`config.mk`:
```
export PLATFORM = sky130hd
export DESIGN_NAME = rhh_back_flat
export DESIGN_NICKNAME = d
export VERILOG_FILES = /design/src/design/rhh_pkg.sv /design/src/design/rhh_stream_if.sv /design/src/design/rhh_back.sv /design/src/flat_wrapper.sv
export SDC_FILE = /design/constraint.sdc
export NUM_CORES = 2
export LEC_CHECK = 0
export ABC_CLOCK_PERIOD_IN_PS = 54000
export BUFFER_PORTS_ARGS = -buffer_cell sky130_fd_sc_hd__buf_2
export CAP_MARGIN = 20
export CORE_MARGIN = 2
export CORE_UTILIZATION = 55
export DETAILED_ROUTE_END_ITERATION = 6
export GPL_TIMING_DRIVEN = 0
export PLACE_DENSITY = 0.68
export REMOVE_ABC_BUFFERS = 1
export SLEW_MARGIN = 20
export SYNTH_ARGS = -nofsm -noshare
export SYNTH_HDL_FRONTEND = slang
export SYNTH_SLANG_ARGS = --single-unit
```
`constraint.sdc`:
```
create_clock -name i_clk -period 54 [get_ports i_clk]
set_input_delay 8.1 -clock i_clk [delete_from_list [all_inputs] [get_ports i_clk]]
set_output_delay 8.1 -clock i_clk [all_outputs]
set_load 0.05 [all_outputs]
```
`src/design/rhh_pkg.sv`:
```
// Shared types and constants for the HLS to RGB pixel converter.
package rhh_pkg;
    localparam int HDEG60  = 60 * 256;
    localparam int HDEG120 = 120 * 256;
    localparam int HDEG180 = 180 * 256;
    localparam int HDEG240 = 240 * 256;
    localparam int HDEG360 = 360 * 256;
    localparam int QUEUE_DEPTH = 4;

    // which hue byte is the largest
    typedef enum logic [1:0] {
        SEC_RED,
        SEC_GREEN,
        SEC_BLUE
    } t_sector;

    // part of the channel curve a hue falls on
    typedef enum logic [1:0] {
        SEG_RAMP,
        SEG_TOP,
        SEG_BOTTOM
    } t_seg;

    typedef struct packed {
        logic [7:0] hue_red;
        logic [7:0] hue_green;
        logic [7:0] hue_blue;
        logic [7:0] lightness;
        logic [7:0] saturation;
    } t_pix_in;

    typedef struct packed {
        logic [7:0] out_red;
        logic [7:0] out_green;
        logic [7:0] out_blue;
    } t_pix_out;

    // classified request passed from front to back
    typedef struct packed {
        logic        white;
        logic        grey;
        logic [7:0]  lightness;
        logic [16:0] m1;
        logic [16:0] span;
        logic        neg;
        logic [14:0] mag;   // |num| * 60*256 needs 8+14 bits; kept as num magnitude
        logic [7:0]  den;
        t_sector     sector;
    } t_req;
endpackage

```
`src/design/rhh_stream_if.sv`:
```
// Valid/ready stream interface used for both pixel channels.
interface rhh_stream_if #(parameter type T = logic);
    logic valid;
    logic ready;
    T     data;
    modport source (output valid, output data, input ready);
    modport sink   (input valid, input data, output ready);
endinterface

```
`src/design/rhh_back.sv`:
```
// Back end: pipelined hue divide, channel lookup and ramp scaling.
module rhh_back (
    input  logic           i_clk,
    input  logic           i_rst_n,
    input  logic           i_valid,
    input  rhh_pkg::t_req  i_req,
    output logic           o_ready,
    rhh_stream_if.source   m_out
);
    import rhh_pkg::*;
    localparam int NS = 16;     // quotient bits of |num|*15360/den
    localparam int RW = 24;

    // stage pipe: restoring division, one quotient bit per stage
    logic          r_v   [NS+1];
    t_req          r_q   [NS+1];
    logic [RW-1:0] r_rem [NS+1];
    logic [NS-1:0] r_quo [NS+1];
    logic [RW-1:0] dividend;
    logic          adv;

    // output stages
    logic          r_v2, r_v3, r_ov;
    t_req          r_q2, r_q3;
    logic [16:0]   r_h;
    logic [16:0]   r_t [3];
    t_seg          r_k [3];
    logic [33:0]   r_p [3];
    t_pix_out      r_o;

    assign adv = !r_ov || m_out.ready;
    assign o_ready = adv;
    assign dividend = RW'(i_req.mag) * RW'(HDEG60);

    always_ff @(posedge i_clk) begin
        if (!i_rst_n) begin
            for (int i = 0; i <= NS; i++) r_v[i] <= 1'b0;
            r_v2 <= 1'b0; r_v3 <= 1'b0; r_ov <= 1'b0;
        end else if (adv) begin
            r_v[0] <= i_valid;
            for (int i = 1; i <= NS; i++) r_v[i] <= r_v[i-1];
            r_v2 <= r_v[NS]; r_v3 <= r_v2; r_ov <= r_v3;
        end
    end

    always_ff @(posedge i_clk) begin
        if (adv) begin
            r_q[0] <= i_req; r_rem[0] <= dividend; r_quo[0] <= '0;
            for (int i = 1; i <= NS; i++) begin
                logic [RW-1:0] dv;
                dv = RW'(r_q[i-1].den) << (NS - i);
                r_q[i] <= r_q[i-1];
                if (r_q[i-1].den != 8'd0 && r_rem[i-1] >= dv) begin
                    r_rem[i] <= r_rem[i-1] - dv;
                    r_quo[i] <= r_quo[i-1] | (NS'(1) << (NS - i));
                end else begin
                    r_rem[i] <= r_rem[i-1];
                    r_quo[i] <= r_quo[i-1];
                end
            end
        end
    end

    // hue, wrap and per-channel segment
    function automatic logic [16:0] wrapf(input logic signed [18:0] x);
        logic signed [18:0] y;
        y = x;
        if (y < 0) y = y + 19'sd92160;
        if (y > 19'sd92160) y = y - 19'sd92160;
        return 17'(y);
    endfunction

    always_comb begin
        logic signed [18:0] hb, hq;
        hq = r_q[NS].neg ? -$signed({3'b0, r_quo[NS]}) : $signed({3'b0, r_quo[NS]});
        case (r_q[NS].sector)
            SEC_RED:   hb = 19'sd0;
            SEC_GREEN: hb = 19'(HDEG120);
            default:   hb = 19'(HDEG240);
        endcase
        r_h = wrapf(hb + hq);
    end

    always_ff @(posedge i_clk) begin
        if (adv) begin
            logic signed [18:0] hs;
            logic [16:0] hc;
            r_q2 <= r_q[NS];
            for (int c = 0; c < 3; c++) begin
                hs = $signed({2'b0, r_h});
                hc = (c == 0) ? wrapf(hs + 19'(HDEG120)) :
                     (c == 1) ? r_h : wrapf(hs - 19'(HDEG120));
                if (hc < 17'(HDEG60)) begin
                    r_k[c] <= SEG_RAMP; r_t[c] <= hc;
                end else if (hc < 17'(HDEG180)) begin
                    r_k[c] <= SEG_TOP; r_t[c] <= '0;
                end else if (hc < 17'(HDEG240)) begin
                    r_k[c] <= SEG_RAMP; r_t[c] <= 17'(HDEG240) - hc;
                end else begin
                    r_k[c] <= SEG_BOTTOM; r_t[c] <= '0;
                end
            end
        end
    end

    always_ff @(posedge i_clk) begin
        if (adv) begin
            r_q3 <= r_q2;
            for (int c = 0; c < 3; c++) begin
                case (r_k[c])
                    SEG_RAMP: r_p[c] <= r_q2.span * r_t[c];
                    SEG_TOP:  r_p[c] <= 34'(r_q2.span) * 34'(HDEG60);
                    default:  r_p[c] <= '0;
                endcase
            end
        end
    end

    // span*t/15360 = ((span*t)>>10)/15 ; exact via reciprocal on bounded value
    function automatic logic [7:0] tobyte(input logic [16:0] m1, input logic [33:0] p);
        logic [23:0] a;
        logic [47:0] e;
        logic [23:0] q;
        logic [17:0] v;
        a = 24'(p >> 10);
        e = a * 48'd1118482;           // ceil(2^24/15)
        q = 24'(e >> 24);
        if (q * 24'd15 > a) q = q - 1'b1;
        v = {1'b0, m1} + 18'(q);
        return (v[17:8] > 10'd255) ? 8'hff : v[15:8];
    endfunction

    always_ff @(posedge i_clk) begin
        if (adv) begin
            if (r_q3.white) r_o <= '{8'hff, 8'hff, 8'hff};
            else if (r_q3.grey) r_o <= '{r_q3.lightness, r_q3.lightness, r_q3.lightness};
            else begin
                r_o.out_red   <= tobyte(r_q3.m1, r_p[0]);
                r_o.out_green <= tobyte(r_q3.m1, r_p[1]);
                r_o.out_blue  <= tobyte(r_q3.m1, r_p[2]);
            end
        end
    end

    assign m_out.valid = r_ov;
    assign m_out.data  = r_o;
endmodule
```
`src/flat_wrapper.sv`:
```
// flat-port wrapper written by rule: the top's interface ports become plain ports
module rhh_back_flat import rhh_pkg::*;
  (i_clk, i_rst_n, i_valid, i_req, o_ready, m_out_valid, m_out_data, m_out_ready);
  rhh_stream_if m_out_i ();
  input  logic i_clk;
  input  logic i_rst_n;
  input  logic i_valid;
  input  rhh_pkg::t_req i_req;
  output logic o_ready;
  output wire logic [$bits(m_out_i.valid)-1:0] m_out_valid;
  output wire logic [$bits(m_out_i.data)-1:0] m_out_data;
  input wire logic [$bits(m_out_i.ready)-1:0] m_out_ready;
  assign m_out_valid = m_out_i.valid;
  assign m_out_data = m_out_i.data;
  assign m_out_i.ready = m_out_ready;
  rhh_back u_core (.i_clk(i_clk), .i_rst_n(i_rst_n), .i_valid(i_valid), .i_req(i_req), .o_ready(o_ready), .m_out(m_out_i));
endmodule
```
==> impl_metrics.yaml <==
outcome:
  status: "completed"
drt:
  drt_iter0_drc: 2445
  vias_per_cell: 5.41
  routedWlPerCell_um: 16.6
  drc: 0
  dr.pass1.iters: 5
  routed_wl_um: 118000
  ant_nets: 0
  via_count: 38400
worst_setup_path:
  crit_type: "in -> out"
  slowest_delay_ns: 0.51
  start_kind: "primary input"
  crit_required_ns: 45.90
  path_common_cell: "buf_2"
  crit_chain: "buf_2, nor2b_4, inv_8, buf_2"
  critPathCaptureType: "output pin"
  cp_max_fo: 112
  crit_family: "buffers and inverters"
  worstPathArrival_ns: 9.23
  worstPathBufferInverterCount: 3
  cpMaxStageDelayCell: "inv_8"
floorplanning:
  die_x_um: 361
  ios: 77
  dieHeight_um: 361
  initial_core_util_pct: 55.3
  core_um2: 127000
  rows: 131
  dieArea_um2: 131000
timing:
  finalCriticalPeriod_ns: 17.33
  rsz0062_at_grt: "false"
  setup_ws_ns: 36.67
  finalSetupViolCount: 0
  finClkSkew_ns: 0.0299
  drv_slew: 0
  period_share_pct: 32.1
  final.setup.tns_ns: 0
  hold_viol: 0
  max_freq_mhz: 57.7
  tightest_slew_ns: 1.13
  whs_ns: 0.399
  max_slew_margin_pct: 24.6
yosys:
  synth_top_family_by_area: "adder cells"
  synthFlopType: "edfxtp_1"
  ys_warn_count: 0
  ys_ff_latch: 1334
  synth_area_leaders: "edfxtp_1, fa_1, ha_1"
  synth-edff-count: 1328
  syn_inst: 5202
  synth_compound_area_share_pct: 6.65
  synthMuxAreaShare_pct: 0.408
  synth_top_area_cell: "edfxtp_1"
  syn-cell-area_um2: 70300
  yosys.area_share.simple_pct: 8.29
  seq_area_frac_synth_pct: 56.9
  syn_area_per_cell_um2: 13.5
  synth.top_cell.area_share_pct: 56.7
  synth_adder_area_share_pct: 19.5
  synth_xor_area_share_pct: 4.29
  async_flop_share_pct: 0
  synth.distinct_cells: 94
clocking:
  cts_resized: 0
  cts_num_sinks: 1334
  cts_root_buf: "clkbuf_16"
  insertion_delay_ns: 0.76
  clk_transition_reported_paths_ns: 0.06
  numCtsBuffers: 138
  cts_tree: "yes"
  cts_max_level: 4
  postCtsHoldBufs: 0
  clock_path_buffers: 3
  cts_setup_buffers: 0
finish:
  final_area_um2: 77300
  nNetsFinal: 6277
  area_growth_pct: 9.99
  drive_above_1_share_pct: 6.67
  antennaDiodeCount: 0
global_routing:
  antenna_found_initial: 1
  grt_start_max_net_pins: 122
  grt_pass1_vias: 38900
  grt_first_pass_wirelength_um: 195000
  grt-ovfl-total: 0
  grt_usage_pct: 18.4
placement:
  numPortBuffers: 68
  dp_slack_ns: 36.65
  placedInstanceArea_um2: 72700
  gp_congestion: 0.844
  dp_hpwl_um: 82300
min_path:
  holdCritPathClass: "reg -> reg"
flow_run:
  drv_cap: 0
layer usage:
metal	share of wire [%]	global-route usage, %	vias up	wire length (um)
li1	-	-	18700	-
met1	44	23.9	18900	51600
met2	50	31.5	620	59000
met3	3.8	3.19	176	4490
met4	2.1	5.65	2	2500
met5	0.011	0	-	13
area by class of cell:
class | count | area (um^2)
clock buffers | 166 | 3600
clock inverters | 85 | 858
fillers | 9738 | 49900
inverters | 643 | 2430
multi-input cells | 3127 | 27500
flip-flops and latches | 1334 | 40000
well taps | 1662 | 2080
repair buffers | 87 | 807
worst register-to-register path: cells and delay by family, from the launching register on:
kind            cells  cell delay [ns]
compound gates     22             5.00
xor+xnor            4             1.00
fa+ha+maj          12             5.05
buf+inv             6             0.47
flops               1             0.50
mux                 1             0.37
simple gates       13             2.49
state kept, by name, summed over array words and instances (netlist names):
register and cells:
u_core.r_q 809, u_core.r_q3 20, u_core.r_t 17, u_core.r_v3 1
u_core.r_q2 37, u_core.m_out.valid 1, u_core.r_quo 136, u_core.r_rem 268
u_core.m_out.data 1, u_core.r_v 17, u_core.r_p 24, u_core.r_v2 1
u_core.r_k 2
cell usage in the layout, fill, tap and decap left out, types with 18 or more instances in the layout:
cell type / instances
a211oi_1: 23
a21boi_0: 18
a21o_1: 116
a21oi_1: 171
and2_1: 99
and3_1: 33
buf_2: 68
clkbuf_1: 25
clkbuf_16: 139
clkinv_1: 24
clkinv_2: 27
edfxtp_1: 1328
fa_1: 366
ha_1: 506
inv_1: 638
nand2_1: 402
nand2b_1: 50
nand3_1: 38
nand4_1: 41
nor2_1: 233
nor2b_1: 39
nor3_1: 66
nor4_1: 64
o21a_1: 28
o21ai_0: 143
o21bai_1: 27
o22ai_1: 23
o31ai_1: 21
or3_1: 24
or4_1: 18
xnor2_1: 226
xor2_1: 118
cells in the mapped netlist, drive strengths merged, types with 91 or more instances:
| cell | instances |
|---|---|
| edfxtp | 1328 |
| nor2 | 233 |
| xnor2 | 226 |
| a21o | 116 |
| ha | 506 |
| xor2 | 118 |
| nand2 | 403 |
| and2 | 100 |
| inv | 641 |
| a21oi | 178 |
| o21ai | 146 |
| clkbuf | 91 |
| fa | 366 |
through the flow:
stage	std cells	utilization, %
floorplan	5104	-
global placement	6834	56.9
detailed placement	6848	57.2
CTS	7099	60.7
global route	7104	60.8
finish	7104	60.8
logic make-up (layout without fill, tap and decap cells):
kind of cell	count (synthesis)	in the layout
AND/OR/NAND/NOR	1179	1179
AO/OA/AOI/OAI	702	702
multiplexers	27	27
XOR/XNOR	344	344
flip-flops	1334	1334
adder cells (fa/ha/maj)	875	875
buffers and inverters	741	981
worst paths after layout:
path | cells after the start | start | slack, ns | end
worst max-delay path | 4 | m_out_ready | 36.67 | o_ready
worst min-delay path | 0 | u_core.r_q[0][595] | 0.40 | u_core.r_q[0][665]
worst max register to register | 58 | u_core.r_p[2][16] | 38.87 | u_core.m_out.data
worst min register to register | 0 | u_core.r_q[0][595] | 0.40 | u_core.r_q[0][665]
Power is left out: the tool's default activity adds up to more than one toggle a clock period on the data nets, which glitch-free logic cannot reach.
