## src/design/rhh_pkg.sv

```systemverilog
// Shared types and constants for the HLS to RGB pixel converter.
package rhh_pkg;
    localparam int HDEG60  = 60 * 256;
    localparam int HDEG120 = 120 * 256;
    localparam int HDEG180 = 180 * 256;
    localparam int HDEG240 = 240 * 256;
    localparam int HDEG360 = 360 * 256;
    localparam int QUEUE_DEPTH = 4;

    // which hue byte is the largest
    typedef enum logic [1:0] {
        SEC_RED,
        SEC_GREEN,
        SEC_BLUE
    } t_sector;

    // part of the channel curve a hue falls on
    typedef enum logic [1:0] {
        SEG_RAMP,
        SEG_TOP,
        SEG_BOTTOM
    } t_seg;

    typedef struct packed {
        logic [7:0] hue_red;
        logic [7:0] hue_green;
        logic [7:0] hue_blue;
        logic [7:0] lightness;
        logic [7:0] saturation;
    } t_pix_in;

    typedef struct packed {
        logic [7:0] out_red;
        logic [7:0] out_green;
        logic [7:0] out_blue;
    } t_pix_out;

    // classified request passed from front to back
    typedef struct packed {
        logic        white;
        logic        grey;
        logic [7:0]  lightness;
        logic [16:0] m1;
        logic [16:0] span;
        logic        neg;
        logic [14:0] mag;   // |num| * 60*256 needs 8+14 bits; kept as num magnitude
        logic [7:0]  den;
        t_sector     sector;
    } t_req;
endpackage

```

## src/design/rhh_queue.sv

```systemverilog
// Short request queue between front and back ends.
module rhh_queue #(parameter int DEPTH = rhh_pkg::QUEUE_DEPTH) (
    input  logic          i_clk,
    input  logic          i_rst_n,
    input  logic          i_valid,
    input  rhh_pkg::t_req i_req,
    output logic          o_ready,
    output logic          o_valid,
    output rhh_pkg::t_req o_req,
    input  logic          i_ready
);
    import rhh_pkg::*;
    localparam int AW = $clog2(DEPTH);
    t_req r_mem [DEPTH];
    logic [AW-1:0] r_wp, r_rp;
    logic [AW:0]   r_cnt;
    logic wr, rd;
    assign o_ready = r_cnt != (AW+1)'(DEPTH);
    assign o_valid = r_cnt != '0;
    assign o_req = r_mem[r_rp];
    assign wr = i_valid && o_ready;
    assign rd = o_valid && i_ready;
    always_ff @(posedge i_clk) begin
        if (!i_rst_n) begin
            r_wp <= '0; r_rp <= '0; r_cnt <= '0;
        end else begin
            if (wr) r_wp <= (r_wp == AW'(DEPTH-1)) ? '0 : r_wp + 1'b1;
            if (rd) r_rp <= (r_rp == AW'(DEPTH-1)) ? '0 : r_rp + 1'b1;
            r_cnt <= r_cnt + (AW+1)'(wr) - (AW+1)'(rd);
        end
        if (wr) r_mem[r_wp] <= i_req;
    end
endmodule

```

## config.mk

```make
export PLATFORM = sky130hd
export DESIGN_NAME = rhh_queue
export DESIGN_NICKNAME = d
export VERILOG_FILES = /design/src/design/rhh_pkg.sv /design/src/design/rhh_queue.sv
export SDC_FILE = /design/constraint.sdc
export NUM_CORES = 1
export LEC_CHECK = 0
export BUFFER_PORTS_ARGS = -buffer_cell sky130_fd_sc_hd__buf_4
export CELL_PAD_IN_SITES_DETAIL_PLACEMENT = 0
export CELL_PAD_IN_SITES_GLOBAL_PLACEMENT = 1
export CORE_UTILIZATION = 50
export CTS_CLUSTER_SIZE = 24
export DETAILED_ROUTE_END_ITERATION = 16
export HOLD_SLACK_MARGIN = 0.06
export PLACE_DENSITY = 0.8
export SYNTH_ARGS = -nofsm -noshare
export SYNTH_HDL_FRONTEND = slang
export SYNTH_SLANG_ARGS = --single-unit
export TNS_END_PERCENT = 20
```

## constraint.sdc

```tcl
create_clock -name i_clk -period 3.4 [get_ports i_clk]
set_clock_uncertainty 0.15 [all_clocks]
set_input_delay 0.68 -clock i_clk [delete_from_list [all_inputs] [get_ports i_clk]]
set_output_delay 0.68 -clock i_clk [all_outputs]
set_load 0.03 [all_outputs]
```

==> flow_summary_export.csv, run 1 <==
group,metric,value,unit
timing,timing_hold_violations_final,0,
run_status,status,"finished clean",
timing,slew_viol_final,0,
timing,timing.final.crit_share,0.9124,
placement,dpl_cell_area,12070,µm²
timing,tightest_slew,0.6621,ns
route,wl,18430,µm
clock_tree,cts-root-buf,"clkbuf_16",
yosys,syn_area_per_cell,25.27,µm²
cells_and_area,diodes,0,
setup_path,crit_required,2.57,ns
clock_tree,clk_latency,0.53,ns
clock_tree,post-cts-setup-buffers,0,
power_and_ir_drop,power.leakage,4.370,nW
yosys,muxShareOfSynthArea,0.1502,
setup_path,crit_path_start_kind,"flop",
yosys,synthArstFlopShare,0,
yosys,synth_top_family_by_area,"multiplexers",
yosys,ys_types,26,
timing,holdWs,0.1999,ns
yosys,seq_area_frac_synth,0.8131,
global_routing,grt_max_degree,41,
yosys,synth-edff-count,280,
global_routing,grt_pass1_wl,28490,µm
yosys,synth-main-ff-cell,"edfxtp_1",
die,start_util,0.5154,
timing,setup_viol_count_final,0,
clock_tree,cts_resized,0,
clock_tree,clk_path_buf_depth,3,
yosys,synthSimpleGateAreaFrac,0.01090,
die,die_h,147.3,µm
setup_path,arrival,2.27,ns
power_and_ir_drop,total_power,10.22,mW
yosys,ys_ff_latch,289,
yosys,synthTopCellsByArea,"edfxtp_1 (80%), mux4_2 (15%), dfxtp_1 (1.7%)",
cells_and_area,nets,667,
placement,dp_hpwl,11020,µm
yosys,synth_top_area_frac,0.7960,
yosys,yosys_warnings,0,
yosys,synth_nets,500,
cells_and_area,final_area,12970,µm²
route,drc,0,
power_and_ir_drop,powerDensity,787.8,nW/µm²
yosys,yosys-top-cells-count,"edfxtp_1 (280), mux4_2 (70), clkbuf_1 (9), dfxtp_1 (9)",
die,fp.dieW,147.3,µm
route,drt_iter0_drc,338,
clock_tree,cts_buffers,29,
clock_tree,clock-sinks,289,
yosys,yosysMostFrequentCell,"edfxtp_1",
die,ios,146,
route,antenna_left,0,
hold_path,hold_path_class,"primary input to flop",
setup_path,worstSetupPathType,"flop to output pin",
timing,fin_crit,3.102,ns
die,rows,52,
placement,gp_congestion,0.7360,
global_routing,grt_pass1_vias,5112,
route,first_pass_iters,4,
global_routing,overflow,0,
timing,setup_tns,0,ns
route,wl_per_cell,21.04,µm
power_and_ir_drop,peakVddDrop,0.0005069,V
yosys,synth_area_leader_cell,"edfxtp_1",
global_routing,antenna_found_initial,0,
yosys,syn_inst,418,
setup_path,rrSetupSlack,0.70,ns
setup_path,end_kind,"output pin",
cells_and_area,final_util,0.6330,
job,drv_cap,0,
route,vias,4742,
clock_tree,cts_tree,"built",
clock_tree,htreeDepth,1,
setup_path,critical_path.max_fanout,25,
route,viasPerCell,5.413,
yosys,syn_area,10560,µm²
global_routing,grt_usage,0.1743,
cells_and_area,area_growth,22.83,%
clock_tree,cts.clk_slew.worst_paths,0.06,ns
yosys,synth_fa_ha_area_frac,0.01019,
cells_and_area,drive_above_1_share,0.4455,
clock_tree,holdBufCountCts,0,
yosys,synthXorXnorAreaFrac,0.001658,
yosys,synth_compound_area_frac,0.002132,
die,core_area,20490,µm²
placement,portBuffers,145,
timing,rsz0062_at_grt,"false",
timing,max_clock_freq,0.3224,GHz
timing,max_slew_margin,0.5586,
die,die-area,21710,µm²
[routing by layer]
metal,global-route usage,vias up,routed length [µm]
met2,0.2816,148,8879
met5,0,-,0
met4,0.04536,0,383
met3,0.04317,42,1297
met1,0.2399,2445,7869
li1,-,2107,-
[cell type report]
class / instances / area [µm²]
Inverter: 6 / 22.52
Timing Repair Buffer: 154 / 1244
Fill cell: 1400 / 7521
Multi-Input combinational cell: 105 / 1866
Tap cell: 270 / 337.8
Sequential cell: 289 / 8596
Clock inverter: 17 / 160.2
Clock buffer: 35 / 748.2
[critical path, stage by stage (launching register included)]
cell and delay (ns):
dfxtp_4 0.68, buf_12 0.30, mux4_2 0.55, buf_4 0.19
[per-stage QoR]
stage / std cells / setup slack [ns]
floorplan: 418 / 0.4245
global placement: 824 / 0.7918
detailed placement: 824 / 0.7111
CTS: 876 / 0.2169
global route: 876 / 0.1302
finish: 876 / 0.2978
[final timing paths]
check / cells past startpoint / start / to
max reg2reg: 11 / r_cnt[1] / r_cnt[2]
max: 3 / flop / o_req[15]
min: 1 / i_req[59] / r_mem[0][59]
min reg2reg: 2 / r_wp[1] / r_wp[1]
[power breakdown]
group / total, mW / leakage [nW] / switching [mW] / internal [mW]
Combinational: 2.69 / 1.28 / 1.51 / 1.18
Sequential: 4.50 / 2.64 / 0.179 / 4.32
Clock: 3.03 / 0.445 / 1.24 / 1.79
[cell usage in the layout (no fill, tap or decap), drive strengths merged, types with 4 or more instances in the layout]
cell type	synthesis	routed
clkbuf	9	35
dfxtp	9	9
inv	6	7
nand2	5	5
clkinv	0	13
ha	7	7
and3	4	4
buf	9	154
edfxtp	280	280
mux4	70	70
[cell families (layout without fill, tap and decap cells)]
family | after synthesis | count (layout)
AOI/OAI and AO/OA | 4 | 4
xor gates and xnor gates | 2 | 2
adders and majority gates | 8 | 8
buffers and inverters | 24 | 212
DFF | 289 | 289
muxes | 71 | 71
and+or+nand+nor | 20 | 20
[flip-flops by register name, indices dropped and copies added (netlist names), named ones only]
signal  count
r_mem     280
r_cnt       3
r_wp        2
r_rp        2
No activity file was read; power rests on OpenSTA's default activity.
==> run 2, diff against run 1 <==
--- a/config.mk
+++ b/config.mk
@@ -13,6 +13,7 @@
 export DETAILED_ROUTE_END_ITERATION = 16
 export HOLD_SLACK_MARGIN = 0.06
 export PLACE_DENSITY = 0.8
+export RECOVER_POWER = 25
 export SYNTH_ARGS = -nofsm -noshare
 export SYNTH_HDL_FRONTEND = slang
 export SYNTH_SLANG_ARGS = --single-unit
==> run 2 against run 1 <==
Sequential share of layout area up 0.88 points; final cell count rose by 0.11%; wire length decreased by 0.12%; flip-flop and latch count did not move; fmax barely moved; first-iteration DRC count shrank 7.1%; die area unchanged; cell area is 1.3% lower; clock power about the same; worst hold slack better by 0.0045 ns; sequential power is essentially flat; worst setup slack worse by 0.00084 ns; largest power group unchanged.
==> flow_summary_export.csv, run 2 (same netlist as run 1, synthesis figures left out) <==
group,metric,value,unit
die,die_h,147.3,µm
clock_tree,holdBufCountCts,0,
die,core_area,20490,µm²
route,wl_per_cell,20.99,µm
setup_path,crit_path_cell_trace,"buf_12 -> mux4_2 -> buf_4",
timing,tightest_slew,0.6615,ns
clock_tree,clock-sinks,289,
global_routing,overflow,0,
timing,max_slew_margin,0.5590,
cells_and_area,drive_above_1_share,0.3696,
route,viasPerCell,5.446,
setup_path,end_kind,"output pin",
route,wl,18410,µm
setup_path,arrival,2.27,ns
setup_path,worstSetupPathType,"flop to output pin",
global_routing,grt_pass1_vias,5112,
placement,portBuffers,145,
clock_tree,cts.clk_slew.worst_paths,0.06,ns
route,drc,0,
cells_and_area,top_register,"r_mem",
global_routing,grt_max_degree,41,
timing,holdWs,0.2045,ns
placement,dp_hpwl,11020,µm
setup_path,crit_path_start_kind,"flop",
route,antenna_left,0,
power_and_ir_drop,power.leakage,4.203,nW
cells_and_area,mostFrequentLayoutCells,"edfxtp_1 (280), buf_4 (101), mux4_2 (70), clkbuf_1 (52), clkbuf_16 (29)",
setup_path,critical_path.max_fanout,25,
cells_and_area,nets,667,
cells_and_area,final_common_cell,"edfxtp_1",
power_and_ir_drop,total_power,10.20,mW
die,fp.dieW,147.3,µm
global_routing,antenna_found_initial,1,
route,first_pass_iters,4,
setup_path,cpMaxStageDelayCell,"dfxtp_4",
timing,max_clock_freq,0.3223,GHz
timing,fin_crit,3.103,ns
cells_and_area,area_growth,21.22,%
cells_and_area,biggestRegsByFlops,"r_mem (280), r_cnt (3)",
die,start_util,0.5154,
clock_tree,clk_path_buf_depth,3,
timing,setup_tns,0,ns
clock_tree,clk_latency,0.53,ns
clock_tree,cts-root-buf,"clkbuf_16",
power_and_ir_drop,powerDensity,796.5,nW/µm²
timing,setup_viol_count_final,0,
run_status,status,"finished clean",
die,rows,52,
power_and_ir_drop,peakVddDrop,0.0005004,V
clock_tree,cts_tree,"built",
clock_tree,post-cts-setup-buffers,0,
cells_and_area,final_util,0.6247,
timing,slew_viol_final,0,
timing,rsz0062_at_grt,"false",
hold_path,hold_path_class,"primary input to flop",
die,die-area,21710,µm²
clock_tree,htreeDepth,1,
timing,timing_hold_violations_final,0,
placement,dp.cells,824,
cells_and_area,final_cells,877,
route,vias,4776,
timing,timing.final.crit_share,0.9127,
global_routing,grt_pass1_wl,28490,µm
global_routing,grt_usage,0.1743,
job,drv_cap,0,
setup_path,slowest_delay,0.68,ns
setup_path,crit_required,2.57,ns
clock_tree,cts_resized,0,
clock_tree,cts_buffers,29,
cells_and_area,largest_reg_flops,280,
placement,gp_congestion,0.7360,
route,drt_iter0_drc,314,
die,ios,146,
run 2: layout make-up:
class	count	area (µm²)
clock inverters	17	160.2
inverters	6	22.52
fillers	1444	7691
clock buffers	35	748.2
multi-input cells	105	1866
well taps	270	337.8
diodes	1	2.502
flip-flops and latches	289	8596
repair buffers	154	1071
run 2: path summary, 6_finish.rpt:
check / from / end / slack (ns) / depth (start not counted)
setup / recovery: flop / o_req[51] / 0.30 / 3
hold / removal: i_req[69] / r_mem[2][69] / 0.20 / 1
setup reg to reg: r_cnt[1] / r_cnt[2] / 0.69 / 11
hold reg to reg: r_wp[1] / r_wp[1] / 0.36 / 2
run 2: metal layers:
layer,part of all wire,track usage,vias up,wire (µm)
met1,0.42,0.2399,2455,7690
met2,0.49,0.2816,168,8972
met5,0,0,-,0
li1,-,-,2112,-
met4,0.020,0.04536,0,372
met3,0.074,0.04317,41,1371
run 2: worst max-delay path, delay by kind of cell, from the launching register on:
family | cells | cell delay (ns)
multiplexers | 1 | 0.55
flip-flops | 1 | 0.68
buffers and inverters | 2 | 0.49
run 2: metrics by stage:
step,cell area (µm²),setup slack [ns]
finish,12800,0.2969
global route,12800,0.1302
CTS,12970,0.2169
detailed placement,12070,0.7111
global placement,12070,0.7918
floorplan,10560,0.4245
run 2: report_power, final:
part           switching (mW)  total (mW)  leakage, nW  internal [mW]
Clock                    1.24        3.03        0.445           1.79
Combinational            1.51        2.67         1.12           1.16
Sequential              0.180        4.50         2.64           4.32
Total                    2.93        10.2         4.20           7.26
==> run 3, diff against run 2 <==
--- a/config.mk
+++ b/config.mk
@@ -14,6 +14,7 @@
 export HOLD_SLACK_MARGIN = 0.06
 export PLACE_DENSITY = 0.8
 export RECOVER_POWER = 25
+export REMOVE_ABC_BUFFERS = 1
 export SYNTH_ARGS = -nofsm -noshare
 export SYNTH_HDL_FRONTEND = slang
 export SYNTH_SLANG_ARGS = --single-unit
==> run 3 against run 2 <==
First-iteration DRC count down 19%; worst hold slack got worse by 0.0032 ns; clock power up 3%; worst setup slack gained 0.057 ns; combinational power hardly changed; global-route usage grew 0.54 points; sequential share of layout area shrank 0.20 points; critical endpoint is now o_req[17]; largest power group unchanged.
==> flow_summary_export.csv, run 3 (same netlist as run 1, synthesis figures left out) <==
group,metric,value,unit
placement,portBuffers,145,
run_status,status,"finished clean",
die,start_util,0.5154,
power_and_ir_drop,peakVddDrop,0.0004724,V
setup_path,cp_num_buf_inv,2,
timing,fin_crit,3.046,ns
timing,max_slew_margin,0.5703,
die,fp.dieW,147.3,µm
setup_path,crit_path_start_kind,"flop",
cells_and_area,drive_above_1_share,0.3860,
global_routing,overflow,0,
timing,timing_hold_violations_final,0,
cells_and_area,nets,673,
cells_and_area,fillers,1462,
die,die_h,147.3,µm
power_and_ir_drop,total_power,10.29,mW
global_routing,grt_usage,0.1797,
clock_tree,cts_tree,"built",
setup_path,end_kind,"output pin",
clock_tree,clk_path_buf_depth,3,
route,vias,4816,
setup_path,crit_required,2.57,ns
clock_tree,post-cts-setup-buffers,0,
setup_path,crit_top_cell,"buf_4",
global_routing,grt_max_degree,41,
clock_tree,htreeDepth,1,
global_routing,grt_pass1_wl,29170,µm
route,drt_iter0_drc,254,
die,die-area,21710,µm²
setup_path,worstSetupPathType,"flop to output pin",
timing,tightest_slew,0.6446,ns
hold_path,hp-start,"i_req[62]",
die,core_area,20490,µm²
cells_and_area,final_common_cell,"edfxtp_1",
timing,setup_tns,0,ns
placement,place_ws,0.7134,ns
setup_path,arrival,2.22,ns
placement,gp_congestion,0.7297,
timing,max_clock_freq,0.3283,GHz
cells_and_area,largest_reg_flops,280,
setup_path,crit_path_cell_trace,"buf_4 -> mux4_2 -> buf_4",
setup_path,critical_path.max_fanout,20,
clock_tree,clk_latency,0.53,ns
die,ios,146,
cells_and_area,final_area,12840,µm²
power_and_ir_drop,power.leakage,4.235,nW
setup_path,reg2reg_from,"r_cnt[1]",
global_routing,antenna_found_initial,1,
timing,rsz0062_at_grt,"false",
cells_and_area,top_register,"r_mem",
route,antenna_left,0,
timing,setup_viol_count_final,0,
timing,slew_viol_final,0,
cells_and_area,mostFrequentLayoutCells,"edfxtp_1 (280), buf_4 (108), mux4_2 (70), clkbuf_1 (54), clkbuf_16 (29)",
route,viasPerCell,5.442,
timing,timing.final.crit_share,0.8958,
job,drv_cap,0,
placement,dp_hpwl,11590,µm
placement,dpl_cell_area,12060,µm²
cells_and_area,biggestRegsByFlops,"r_mem (280), r_cnt (3)",
power_and_ir_drop,powerDensity,800.9,nW/µm²
route,wl_per_cell,21.32,µm
clock_tree,cts_buffers,29,
setup_path,slowest_delay,0.63,ns
clock_tree,holdBufCountCts,0,
die,rows,52,
route,drc,0,
setup_path,cpMaxStageDelayCell,"dfxtp_4",
clock_tree,cts.clk_slew.worst_paths,0.06,ns
cells_and_area,area_growth,21.58,%
clock_tree,cts_resized,0,
route,wl,18870,µm
timing,setup_slack,0.3542,ns
route,first_pass_iters,4,
clock_tree,cts-root-buf,"clkbuf_16",
clock_tree,clock-sinks,289,
hold_path,hold_path_class,"primary input to flop",
setup_path,cp_top_family,"flip-flops",
global_routing,grt_pass1_vias,5176,
run 3: worst register-to-register path, delay by kind of cell, from the launching register on:
kind | cells | cell delay (ns)
adder cells (fa/ha/maj) | 3 | 0.75
AND/OR/NAND/NOR | 3 | 0.88
buffers and inverters | 3 | 0.16
flip-flops | 1 | 0.37
XOR/XNOR | 2 | 0.28
run 3: through the flow:
step	util	hold WS, ns	std cells
after floorplan	-	0.3177	400
after global placement	0.5885	0.3390	830
after detailed placement	0.5885	0.3609	830
after CTS	0.6355	0.1703	884
after global routing	0.6265	0.1869	884
final	0.6266	0.2013	885
run 3: layer usage:
metal  track usage  part of all wire  up-vias
met5             0                 0        -
met4       0.04227             0.015        0
met3       0.04441             0.072       28
met2        0.3014              0.50      162
met1        0.2388              0.41     2499
li1              -                 -     2127
run 3: report_power, final:
part | switching [mW] | internal (mW) | leakage, nW
logic | 1.53 | 1.15 | 1.13
registers | 0.180 | 4.32 | 2.64
clock network | 1.27 | 1.84 | 0.469
total | 2.98 | 7.31 | 4.24
run 3: final timing paths:
check	slack (ns)	end	depth (start not counted)
worst min-delay path	0.20	r_mem[0][62]	1
worst max register to register	0.71	r_cnt[2]	11
worst min register to register	0.36	r_wp[1]	2
worst max-delay path	0.35	o_req[17]	3
run 3: cell type report:
class / instances / area [µm²] / share of cell area
antenna: 1 / 2.502 / 0.0001949
clock buffer: 39 / 813.3 / 0.06333
clock inverter: 15 / 150.1 / 0.01169
inverter: 6 / 22.52 / 0.001754
multi-input combinational: 105 / 1866 / 0.1453
sequential: 289 / 8596 / 0.6693
tap: 270 / 337.8 / 0.02631
timing repair buffer: 160 / 1055 / 0.08213
